<file path="src/hw/rtl/motivational_task_selector_assert.svh">
// Assertion macros shared by the selector RTL.
`ifndef MOTIVATIONAL_TASK_SELECTOR_ASSERT_SVH
`define MOTIVATIONAL_TASK_SELECTOR_ASSERT_SVH

// The consequent must hold in the same cycle as the antecedent.
`define MTS_ASSERT_SAME(label, clk, rst, ante, cons) \
  label: assert property (@(posedge clk) disable iff (rst) (ante) |-> (cons)) \
    else $error("motivational_task_selector: check failed");

// The consequent must hold in the cycle after the antecedent.
`define MTS_ASSERT_NEXT(label, clk, rst, ante, cons) \
  label: assert property (@(posedge clk) disable iff (rst) (ante) |=> (cons)) \
    else $error("motivational_task_selector: check failed");

`endif

</file>
<file path="src/hw/rtl/mts_pkg.sv">
package mts_pkg;

  localparam int TIME_W = 32;
  localparam int MOT_W  = 13;
  localparam int RATE_W = 5;
  localparam int GIVE_W = 10;

  localparam logic [MOT_W-1:0] MOT_MAX = '1;

  // Configuration register map.
  localparam int CFG_IDX_W  = 3;
  localparam int CFG_DATA_W = 16;

  typedef enum logic [CFG_IDX_W-1:0] {
    CFG_OWN_ROBOT     = 3'd0,
    CFG_THRESHOLD     = 3'd1,
    CFG_HEARD_TIMEOUT = 3'd2,
    CFG_STALE_TIMEOUT = 3'd3,
    CFG_HANDOVER_TIME = 3'd4,
    CFG_TASK_ENABLE   = 3'd5
  } cfg_reg_t;

  localparam logic [1:0]  RST_OWN_ROBOT     = 2'd0;
  localparam logic [11:0] RST_THRESHOLD     = 12'd2000;
  localparam logic [15:0] RST_HEARD_TIMEOUT = 16'd5;
  localparam logic [15:0] RST_STALE_TIMEOUT = 16'd360;
  localparam logic [15:0] RST_HANDOVER_TIME = 16'd120;
  localparam logic [3:0]  RST_TASK_ENABLE   = 4'hF;

  // One task-activity message.
  typedef struct packed {
    logic [1:0]        task_id;
    logic [1:0]        sender_id;
    logic [TIME_W-1:0] time_now;
  } msg_t;

  // One result beat.
  typedef struct packed {
    logic [1:0]       selected_task;
    logic [MOT_W-1:0] motivation_idle;
    logic [MOT_W-1:0] motivation_wander;
    logic [MOT_W-1:0] motivation_overwatch;
    logic [MOT_W-1:0] motivation_report;
    logic [3:0]       acquiescence_bits;
    logic [3:0]       suppression_bits;
    logic [3:0]       reset_bits;
  } res_t;

  // Impatience rates in half units while another robot holds the task.
  // Tasks beyond the report task reuse its values.
  function automatic logic [RATE_W-1:0] rate_slow(input logic [3:0] task_idx);
    logic [RATE_W-1:0] rate;
    case (task_idx)
      4'd0:    rate = 5'd2;
      4'd1:    rate = 5'd5;
      4'd2:    rate = 5'd10;
      default: rate = 5'd4;
    endcase
    return rate;
  endfunction

  // Impatience rates in half units while the task is free.
  function automatic logic [RATE_W-1:0] rate_fast(input logic [3:0] task_idx);
    logic [RATE_W-1:0] rate;
    case (task_idx)
      4'd0:    rate = 5'd2;
      4'd1:    rate = 5'd10;
      4'd2:    rate = 5'd20;
      default: rate = 5'd6;
    endcase
    return rate;
  endfunction

  // Active seconds after which a task is given up unconditionally.
  function automatic logic [GIVE_W-1:0] give_up(input logic [3:0] task_idx);
    logic [GIVE_W-1:0] secs;
    if (task_idx == 4'd0) begin
      secs = 10'd720;
    end else begin
      secs = 10'd420;
    end
    return secs;
  endfunction

endpackage

</file>
<file path="src/hw/rtl/mts_stream_if.sv">
// Valid/ready channel carrying one payload per beat.
interface mts_stream_if #(
  parameter type payload_t = logic
) ();
  logic     valid;
  logic     ready;
  payload_t data;

  modport source (output valid, output data, input ready);
  modport sink   (input valid, input data, output ready);
endinterface

</file>
<file path="src/hw/rtl/motivational_task_selector.sv">
// Channel   Dir  Payload            Beat meaning
// msg       in   mts_pkg::msg_t     one task-activity message (task, robot, time)
// res       out  mts_pkg::res_t     selected task, motivations and gate flags
// cfg_*     in   index + 16b data   single-cycle register write, no read-back
//
// Throughput is one message per cycle while the result is not stalled; the
// result beat of a message passes the message register, then the result register.
// The whole per-message update of the task table is done in the cycle a
// message leaves the message register, so back-to-back messages see each
// other's state. A stalled result holds the result register, and the message
// register takes a beat while it is empty or the result register can advance.
// Reset is synchronous: it restores all configuration registers and the
// task table; message and result payloads are not reset.
`include "motivational_task_selector_assert.svh"

module motivational_task_selector #(
  parameter int NUM_TASKS  = 4,
  parameter int NUM_ROBOTS = 3
) (
  input  logic                               clk,
  input  logic                               rst,
  mts_stream_if.sink                         msg,
  mts_stream_if.source                       res,
  input  logic                               cfg_wen,
  input  logic [mts_pkg::CFG_IDX_W-1:0]      cfg_index,
  input  logic [mts_pkg::CFG_DATA_W-1:0]     cfg_data
);

  // Messages carry 2-bit task and robot ids, so only the first four tasks
  // and robots can ever be addressed by a message.
  localparam int MSG_TASKS  = (NUM_TASKS  < 4) ? NUM_TASKS  : 4;
  localparam int MSG_ROBOTS = (NUM_ROBOTS < 4) ? NUM_ROBOTS : 4;
  localparam int TI_W = $clog2(MSG_TASKS);
  localparam int RI_W = $clog2(MSG_ROBOTS);
  localparam int TK_W = $clog2(NUM_TASKS);
  localparam int OUT_TASKS = MSG_TASKS;

  localparam int TIME_W = mts_pkg::TIME_W;
  localparam int MOT_W  = mts_pkg::MOT_W;
  localparam int RATE_W = mts_pkg::RATE_W;

  // Configuration registers.
  logic [1:0]  own_robot;
  logic [11:0] threshold;
  logic [15:0] heard_timeout;
  logic [15:0] stale_timeout;
  logic [15:0] handover_time;
  logic [3:0]  task_enable;

  // Per task and robot bookkeeping.
  logic [TIME_W-1:0] last_seen  [MSG_TASKS][MSG_ROBOTS];
  logic              heard_flag [MSG_TASKS][MSG_ROBOTS];
  logic              stale_flag [MSG_TASKS][MSG_ROBOTS];

  // Per task state.
  logic [TIME_W-1:0]    active_secs [NUM_TASKS];
  logic [RATE_W-1:0]    imp_rate    [NUM_TASKS];
  logic [NUM_TASKS-1:0] reset_gate;
  logic [NUM_TASKS-1:0] acq_gate;
  logic [NUM_TASKS-1:0] act_gate;
  logic [MOT_W-1:0]     prev_mot    [NUM_TASKS];
  logic [1:0]           chosen_task;
  logic [TK_W-1:0]      own_task;

  // Pipeline registers.
  logic          stg_valid;
  mts_pkg::msg_t stg;
  logic          res_valid;
  mts_pkg::res_t res_q;

  // Next-state values of the update.
  logic [TIME_W-1:0]    active_secs_next [NUM_TASKS];
  logic [RATE_W-1:0]    imp_rate_next    [NUM_TASKS];
  logic [NUM_TASKS-1:0] reset_gate_next;
  logic [NUM_TASKS-1:0] acq_gate_next;
  logic [NUM_TASKS-1:0] act_gate_next;
  logic [MOT_W-1:0]     prev_mot_next    [NUM_TASKS];
  logic [1:0]           chosen_task_next;
  logic [TK_W-1:0]      own_task_next;
  logic                 heard_next;
  logic                 stale_next;
  mts_pkg::res_t        res_next;

  // Update datapath signals.
  logic              advance;
  logic              fire;
  logic              in_range;
  logic              is_own;
  logic [TI_W-1:0]   t_idx;
  logic [RI_W-1:0]   r_idx;
  logic [TK_W-1:0]   t_big;
  logic [3:0]        t_tab;
  logic [TIME_W-1:0] seen_old;
  logic [TIME_W-1:0] diff;
  logic [TIME_W:0]   act_sum;
  logic [TIME_W-1:0] act_new;
  logic              acq_hit;
  logic [MOT_W-1:0]  level;
  logic [MOT_W:0]    mot_sum;
  logic [MOT_W-1:0]  mot      [NUM_TASKS];
  logic [MOT_W-1:0]  mot_out  [4];
  logic [3:0]        acq_bits;
  logic [3:0]        sup_bits;
  logic [3:0]        rst_bits;

  // Handshake: the message register moves whenever the result register can.
  assign advance   = !res_valid || res.ready;
  assign fire      = stg_valid && advance;
  assign msg.ready = !stg_valid || advance;
  assign res.valid = res_valid;
  assign res.data  = res_q;

  assign in_range = ({1'b0, stg.task_id} < 3'(MSG_TASKS)) &&
                    ({1'b0, stg.sender_id} < 3'(MSG_ROBOTS));
  assign t_idx    = stg.task_id[TI_W-1:0];
  assign r_idx    = stg.sender_id[RI_W-1:0];
  assign t_big    = TK_W'(stg.task_id);
  assign t_tab    = {2'b00, stg.task_id};
  assign is_own   = (stg.sender_id == own_robot);
  assign level    = {threshold, 1'b0};

  // A zero time stamp means the pair was never heard from, which gives a
  // zero difference. Differences wrap modulo 2^32.
  assign seen_old = last_seen[t_idx][r_idx];
  assign diff     = (seen_old == '0) ? '0 : stg.time_now - seen_old;
  assign act_sum  = {1'b0, active_secs[t_big]} + {1'b0, diff};

  always_comb begin
    active_secs_next = active_secs;
    imp_rate_next    = imp_rate;
    reset_gate_next  = reset_gate;
    acq_gate_next    = acq_gate;
    act_gate_next    = act_gate;
    chosen_task_next = chosen_task;
    own_task_next    = own_task;
    heard_next       = heard_flag[t_idx][r_idx];
    stale_next       = stale_flag[t_idx][r_idx];
    act_new          = active_secs[t_big];
    acq_hit          = 1'b0;
    mot_sum          = '0;

    // Message bookkeeping. Our own report accumulates active time; a report
    // from another robot updates whether the task is heard and stale.
    if (is_own) begin
      own_task_next = t_big;
      heard_next    = 1'b1;
      act_new       = act_sum[TIME_W] ? '1 : act_sum[TIME_W-1:0];
      active_secs_next[t_big] = act_new;
    end else begin
      heard_next = (diff < {16'd0, heard_timeout});
      reset_gate_next[t_big] = !heard_next;
      if (diff < {16'd0, stale_timeout}) begin
        stale_next = 1'b0;
      end else if (diff > {16'd0, stale_timeout}) begin
        stale_next = 1'b1;
        reset_gate_next[t_big] = 1'b1;
      end
    end

    // Impatience slows down while someone else visibly holds the task.
    imp_rate_next[t_big] = (heard_next && !stale_next) ? mts_pkg::rate_slow(t_tab)
                                                       : mts_pkg::rate_fast(t_tab);

    // Acquiescence: yield after the handover time if others do the task,
    // or after the give-up time in any case; only idle stays active.
    acq_hit = ((act_new > {16'd0, handover_time}) && heard_next) ||
              (act_new > TIME_W'(mts_pkg::give_up(t_tab)));
    acq_gate_next[t_big] = !acq_hit;
    if (acq_hit) begin
      act_gate_next = '0;
      act_gate_next[0] = 1'b1;
      imp_rate_next[t_big] = mts_pkg::rate_slow(t_tab);
    end

    // Motivation: grows by the impatience rate while every gate is open,
    // otherwise drops to zero. Tasks with no enable bit are disabled.
    for (int i = 0; i < NUM_TASKS; i++) begin
      mot[i] = '0;
      if ((i < 4) && task_enable[i % 4] && act_gate_next[i] && reset_gate_next[i] &&
          acq_gate_next[i]) begin
        mot_sum = {1'b0, prev_mot[i]} + (MOT_W + 1)'(imp_rate_next[i]);
        mot[i]  = mot_sum[MOT_W] ? mts_pkg::MOT_MAX : mot_sum[MOT_W-1:0];
      end
    end

    // Selection: the highest-numbered task at or above the level wins. Winners are
    // clamped to the level, losers lose their accumulated active time.
    for (int i = 0; i < NUM_TASKS; i++) begin
      if (mot[i] >= level) begin
        chosen_task_next = 2'(i);
        prev_mot_next[i] = level;
      end else begin
        prev_mot_next[i] = mot[i];
        active_secs_next[i] = '0;
      end
    end

    // Suppression: while idle or yielding, every task may run again;
    // otherwise only our own task (and idle, as it stands) stays active.
    if ((own_task_next == '0) || !acq_gate_next[own_task_next]) begin
      act_gate_next   = '1;
      reset_gate_next = '1;
    end else begin
      for (int i = 1; i < NUM_TASKS; i++) begin
        act_gate_next[i] = (TK_W'(i) == own_task_next);
      end
    end
  end

  // Result formatting. A message that addresses no known task or robot
  // reports the stored state unchanged.
  always_comb begin
    for (int i = 0; i < 4; i++) begin
      mot_out[i] = '0;
    end
    acq_bits = '0;
    sup_bits = '0;
    rst_bits = '0;
    for (int i = 0; i < OUT_TASKS; i++) begin
      mot_out[i]  = in_range ? mot[i] : prev_mot[i];
      acq_bits[i] = in_range ? acq_gate_next[i]   : acq_gate[i];
      sup_bits[i] = in_range ? act_gate_next[i]   : act_gate[i];
      rst_bits[i] = in_range ? reset_gate_next[i] : reset_gate[i];
    end
    res_next.selected_task        = in_range ? chosen_task_next : chosen_task;
    res_next.motivation_idle      = mot_out[0];
    res_next.motivation_wander    = mot_out[1];
    res_next.motivation_overwatch = mot_out[2];
    res_next.motivation_report    = mot_out[3];
    res_next.acquiescence_bits    = acq_bits;
    res_next.suppression_bits     = sup_bits;
    res_next.reset_bits           = rst_bits;
  end

  // Message register and result register.
  always_ff @(posedge clk) begin
    if (rst) begin
      stg_valid <= 1'b0;
      res_valid <= 1'b0;
    end else begin
      if (msg.ready) begin
        stg_valid <= msg.valid;
      end
      if (advance) begin
        res_valid <= stg_valid;
      end
    end
  end

  always_ff @(posedge clk) begin
    if (msg.valid && msg.ready) begin
      stg <= msg.data;
    end
    if (fire) begin
      res_q <= res_next;
    end
  end

  // Configuration registers. User writes need no message in flight; not enforced.
  always_ff @(posedge clk) begin
    if (rst) begin
      own_robot     <= mts_pkg::RST_OWN_ROBOT;
      threshold     <= mts_pkg::RST_THRESHOLD;
      heard_timeout <= mts_pkg::RST_HEARD_TIMEOUT;
      stale_timeout <= mts_pkg::RST_STALE_TIMEOUT;
      handover_time <= mts_pkg::RST_HANDOVER_TIME;
      task_enable   <= mts_pkg::RST_TASK_ENABLE;
    end else if (cfg_wen) begin
      unique case (cfg_index)
        mts_pkg::CFG_OWN_ROBOT:     own_robot     <= cfg_data[1:0];
        mts_pkg::CFG_THRESHOLD:     threshold     <= cfg_data[11:0];
        mts_pkg::CFG_HEARD_TIMEOUT: heard_timeout <= cfg_data;
        mts_pkg::CFG_STALE_TIMEOUT: stale_timeout <= cfg_data;
        mts_pkg::CFG_HANDOVER_TIME: handover_time <= cfg_data;
        mts_pkg::CFG_TASK_ENABLE:   task_enable   <= cfg_data[3:0];
        default: begin
        end
      endcase
    end
  end

  // Task table. Only a message that addresses a known task and robot
  // changes it.
  always_ff @(posedge clk) begin
    if (rst) begin
      for (int t = 0; t < MSG_TASKS; t++) begin
        for (int r = 0; r < MSG_ROBOTS; r++) begin
          last_seen[t][r]  <= '0;
          heard_flag[t][r] <= 1'b0;
          stale_flag[t][r] <= 1'b0;
        end
      end
      for (int i = 0; i < NUM_TASKS; i++) begin
        active_secs[i] <= '0;
        imp_rate[i]    <= mts_pkg::rate_fast(4'(i));
        prev_mot[i]    <= '0;
      end
      reset_gate  <= '1;
      acq_gate    <= '1;
      act_gate    <= '0;
      chosen_task <= '0;
      own_task    <= '0;
    end else if (fire && in_range) begin
      last_seen[t_idx][r_idx]  <= stg.time_now;
      heard_flag[t_idx][r_idx] <= heard_next;
      stale_flag[t_idx][r_idx] <= stale_next;
      active_secs <= active_secs_next;
      imp_rate    <= imp_rate_next;
      prev_mot    <= prev_mot_next;
      reset_gate  <= reset_gate_next;
      acq_gate    <= acq_gate_next;
      act_gate    <= act_gate_next;
      chosen_task <= chosen_task_next;
      own_task    <= own_task_next;
    end
  end

  // A message leaving the message register always produces a result beat.
  `MTS_ASSERT_NEXT(a_fire_gives_result, clk, rst, fire, res.valid)
  // Messages outside the task or robot range leave the selection alone.
  `MTS_ASSERT_NEXT(a_bad_msg_keeps_choice, clk, rst, fire && !in_range,
                   chosen_task == $past(chosen_task))
  // After suppression our own task is always allowed to run.
  `MTS_ASSERT_NEXT(a_own_task_active, clk, rst, fire && in_range, act_gate[own_task])
  // A full message register behind a stalled result blocks new messages.
  `MTS_ASSERT_SAME(a_stall_blocks_input, clk, rst, stg_valid && res_valid && !res.ready,
                   !msg.ready)

endmodule

</file>
<file path="src/flat_wrapper.sv">
// flat-port wrapper written by rule: the top's interface ports become plain ports
module motivational_task_selector_flat 
#(
  parameter int NUM_TASKS  = 4,
  parameter int NUM_ROBOTS = 3
)
  (clk, rst, cfg_wen, cfg_index, cfg_data, msg_valid, msg_data, msg_ready, res_valid, res_data, res_ready);
  mts_stream_if #(.payload_t(mts_pkg::msg_t)) msg_i ();
  mts_stream_if #(.payload_t(mts_pkg::res_t)) res_i ();
  input  logic clk;
  input  logic rst;
  input  logic cfg_wen;
  input  logic [mts_pkg::CFG_IDX_W-1:0] cfg_index;
  input  logic [mts_pkg::CFG_DATA_W-1:0] cfg_data;
  input wire logic [$bits(msg_i.valid)-1:0] msg_valid;
  input wire logic [$bits(msg_i.data)-1:0] msg_data;
  output wire logic [$bits(msg_i.ready)-1:0] msg_ready;
  output wire logic [$bits(res_i.valid)-1:0] res_valid;
  output wire logic [$bits(res_i.data)-1:0] res_data;
  input wire logic [$bits(res_i.ready)-1:0] res_ready;
  assign msg_i.valid = msg_valid;
  assign msg_i.data = msg_data;
  assign msg_ready = msg_i.ready;
  assign res_valid = res_i.valid;
  assign res_data = res_i.data;
  assign res_i.ready = res_ready;
  motivational_task_selector #(.NUM_TASKS(NUM_TASKS), .NUM_ROBOTS(NUM_ROBOTS)) u_core (.clk(clk), .rst(rst), .msg(msg_i), .res(res_i), .cfg_wen(cfg_wen), .cfg_index(cfg_index), .cfg_data(cfg_data));
endmodule
</file>
<file path="config.mk">
export PLATFORM = sky130hd
export DESIGN_NAME = motivational_task_selector_flat
export DESIGN_NICKNAME = d
export VERILOG_FILES = /design/src/hw/rtl/mts_pkg.sv /design/src/hw/rtl/mts_stream_if.sv /design/src/hw/rtl/motivational_task_selector.sv /design/src/flat_wrapper.sv
export VERILOG_INCLUDE_DIRS = /design/src /design/src/hw/rtl
export SDC_FILE = /design/constraint.sdc
export NUM_CORES = 2
export LEC_CHECK = 0
export BUFFER_PORTS_ARGS = -buffer_cell sky130_fd_sc_hd__buf_2
export CORE_MARGIN = 3
export CORE_UTILIZATION = 60
export CTS_BUF_LIST = sky130_fd_sc_hd__clkbuf_8
export CTS_CLUSTER_DIAMETER = 120
export CTS_CLUSTER_SIZE = 8
export DETAILED_ROUTE_END_ITERATION = 6
export PLACE_DENSITY_LB_ADDON = 0.15
export REMOVE_ABC_BUFFERS = 1
export SLEW_MARGIN = 20
export SYNTH_ARGS = -nofsm -noshare
export SYNTH_HDL_FRONTEND = slang
export SYNTH_SLANG_ARGS = --single-unit
export TNS_END_PERCENT = 100
</file>
<file path="constraint.sdc">
create_clock -name clk -period 15.01 [get_ports clk]
set_clock_uncertainty 0.05 [all_clocks]
set_input_delay 3.002 -clock clk [delete_from_list [all_inputs] [get_ports clk]]
set_output_delay 3.002 -clock clk [all_outputs]
set_load 0.01 [all_outputs]
</file>
==> results.md <==
* Status: completed
* Place WS at 0.841 ns
* Post-synth EDFFs at 498
* TritonRoute pass-1 iters at 6
* Largest net degree at the start of global routing at 82
* CTS root buf: clkbuf_8
* WHS Endpoint: u_core.imp_rate[16]
* Normalized max-slew margin at 15.8%
* DIE AREA at 73500 µm²
* Primary FF master, synth: edfxtp_1
* Gpl congestion at 0.952
* VDD IR max at 0.0780 mV
* R2R Setup Slk at 1.03 ns
* Critical path type: flop to flop
* Mapped cell area at 42200 µm²
* Ports at 128
* Worst Reg-to-Reg Cells at 54
* Fin crit period at 13.98 ns
* Hold/Removal Path Class: flop to flop
* Fmax at 0.0715 GHz
* Post-synth ARST share at 0%
* Critical path startpoint category: flop
* Critical Path Sink Type: flop
* Syn Inst Count at 3931
* Max Cap Viol at 0
* Final core utilization at 65.8%
* Synth Warn # at 0
* Met1 Use GR at 46.5%
* Mean number of vias per cell at 6.44
* Final number of hold-violating endpoints at 0
* FP Rows at 96
* Most frequent CP cell: a21oi_1
* Cell area power density at 105 nW/µm²
* Vias in the first global route at 30600
* Htree depth at 3
* Final nets at 4201
* Routed WL at 122 mm
* Initial DRC count at 3973
* Worst Path Required at 15.56 ns
* DR DRC count at 0
* Final WS setup at 1.03 ns
* Most frequent cells after synthesis: 498 x edfxtp_1, 418 x and2_1, 366 x nand2_1
* Leak at 17.2 nW
* Worst reg2reg path startpoint: u_core.r_idx[0]
* Initial Util at 61.1%
* Top cells by area, synth: edfxtp_1 35%, dfxtp_1 14%, mux4_2 7.0%
* CTS Buffer Depth at 3
* Core outline area at 69100 µm²
* Final setup viols at 0
* Hold Path Stages at 1
* Cell with the most instances after synthesis: edfxtp_1
* Routed Antenna Nets at 0
* Die Y at 271 µm
* Grt peak-use layer: met2
* Critical R2R Capture: u_core.active_secs[72]
* CTS tree: built
* Avg Synthesized Cell Area at 10.7 µm²
* Tightest Pin Transition at 1.26 ns
* M2 GR Usage at 50.5%
* First-pass GRT wire length at 185 mm
* CTS sink cnt at 784
* Fraction of layout cells with a size suffix above 1 at 13.9%
* GRT Total Usage at 32.6%
* TNS Setup at 0 ns
* Min-delay src: u_core.imp_rate[16]
* CP max FO at 32
* Slew Viols, Final at 0
* Antenna violations before repair at 6
* Yosys top cell by area: edfxtp_1
* Clk_lat worst skew at 0.77 ns
* Global routing usage on met3 at 5.98%
* Register area share after synthesis at 49.0%
* Final period util at 93.1%
* Num CTS Buffers at 107
* Cell at the slowest stage of the critical path: nor2b_4
* Worst-path clk slew at 0.07 ns
* Critical Path AT at 14.53 ns
* Gr ovfl total at 0
* Vias at 31900
* Area delta synth->final at 7.76%
* DR WL/cell at 24.6 µm
* Critical path's largest stage delay at 0.84 ns
* # Post-CTS Setup Buffers at 0
* Die X at 271 µm
* Dpl hpwl at 78.5 mm
* Yosys cell types at 106
* Synth Register Bits at 784
* Pwr Total at 4.77 mW
* Synth top area share at 35.4%
* Port Buffers at 127
report_power, final:
group	internal (mW)	total (mW)	switching, mW
Combinational	0.306	0.876	0.570
Clock	0.669	1.48	0.814
Sequential	2.36	2.41	0.0533
Total	3.33	4.77	1.44
layout by cell type, fill, tap and decap left out, types with 66 or more instances in the layout:
cell type    n
nor2_1     207
inv_1      161
and2_1     417
buf_2      126
o21ai_0    145
nand3_1     74
nand2_1    365
mux4_2     131
ha_1       183
a21oi_1    262
clkbuf_8   109
dfxtp_1    284
edfxtp_1   498
o31ai_1     66
sequential cells by signal, summed over array words and instances, names as in the netlist, 4 cells and up, named ones only:
name	cells
u_core.imp_rate	20
u_core.res.data	66
u_core.stale_timeout	16
u_core.acq_gate	4
u_core.threshold	12
u_core.heard_timeout	16
u_core.stale_flag	12
u_core.stg	32
u_core.prev_mot	52
u_core.task_enable	4
u_core.active_secs	128
u_core.reset_gate	4
u_core.last_seen	384
u_core.act_gate	4
u_core.handover_time	16
repair_timing:
item | CTS | global route
hold buffers | 0 | 0
setup endpoints to repair | 0 | 131
resized for setup | 0 | 2
stage by stage:
| stage | instance area, µm² | hold WS [ns] | std cells |
|---|---|---|---|
| 2_1_floorplan | 41000 | 0.351 | 3645 |
| 3_3_place_gp | 43600 | 0.368 | 4773 |
| 3_5_place_dp | 43600 | 0.374 | 4773 |
| 4_1_cts | 45400 | 0.393 | 4943 |
| 5_1_grt | 45500 | 0.418 | 4949 |
| 6_report | 45500 | 0.390 | 4950 |
cell families after synthesis:
logic type / after synthesis / share of synthesized area (%)
AND/OR/NAND/NOR: 1394 / 17.1
AO/OA/AOI/OAI: 897 / 14.1
flip-flops: 784 / 49.0
buffers and inverters: 395 / 3.86
multiplexers: 192 / 8.53
adder cells (fa/ha/maj): 190 / 5.74
XOR/XNOR: 79 / 1.64
layout make-up:
class                   count  area, µm²
fillers                  5394      23600
clock inverters            61        290
multi-input cells        2753      20200
well taps                 931       1160
repair buffers            197       1240
flip-flops and latches    784      20700
diodes                      6       15.0
clock buffers             109       1500
inverters                 109        412
worst max-delay path by stage:
stage | endpoint | depth (start not counted) | startpoint | slack [ns]
after global placement | u_core.active_secs[81] | 57 | u_core.r_idx[0] | 1.17
after CTS | u_core.active_secs[77] | 60 | flop | 0.76
after detailed placement | u_core.active_secs[77] | 60 | flop | 0.84
final | u_core.active_secs[72] | 54 | u_core.r_idx[0] | 1.03
after global routing | u_core.active_secs[71] | 60 | flop | -0.002
after floorplan | u_core.res.data[65] | 56 | flop | -2.22
layer usage:
metal,vias up,routed length [µm]
met5,-,11
met4,2,3890
met3,265,11800
met2,1642,55200
met1,15500,50700
li1,14500,-
critical path: cells and delay by family (launching register included):
kind | cells | cell delay, ns
compound gates | 31 | 6.31
fa+ha+maj | 5 | 1.83
buf+inv | 2 | 0.38
flops | 1 | 0.58
simple gates | 16 | 4.61
Power figures use the tool's default switching activity.
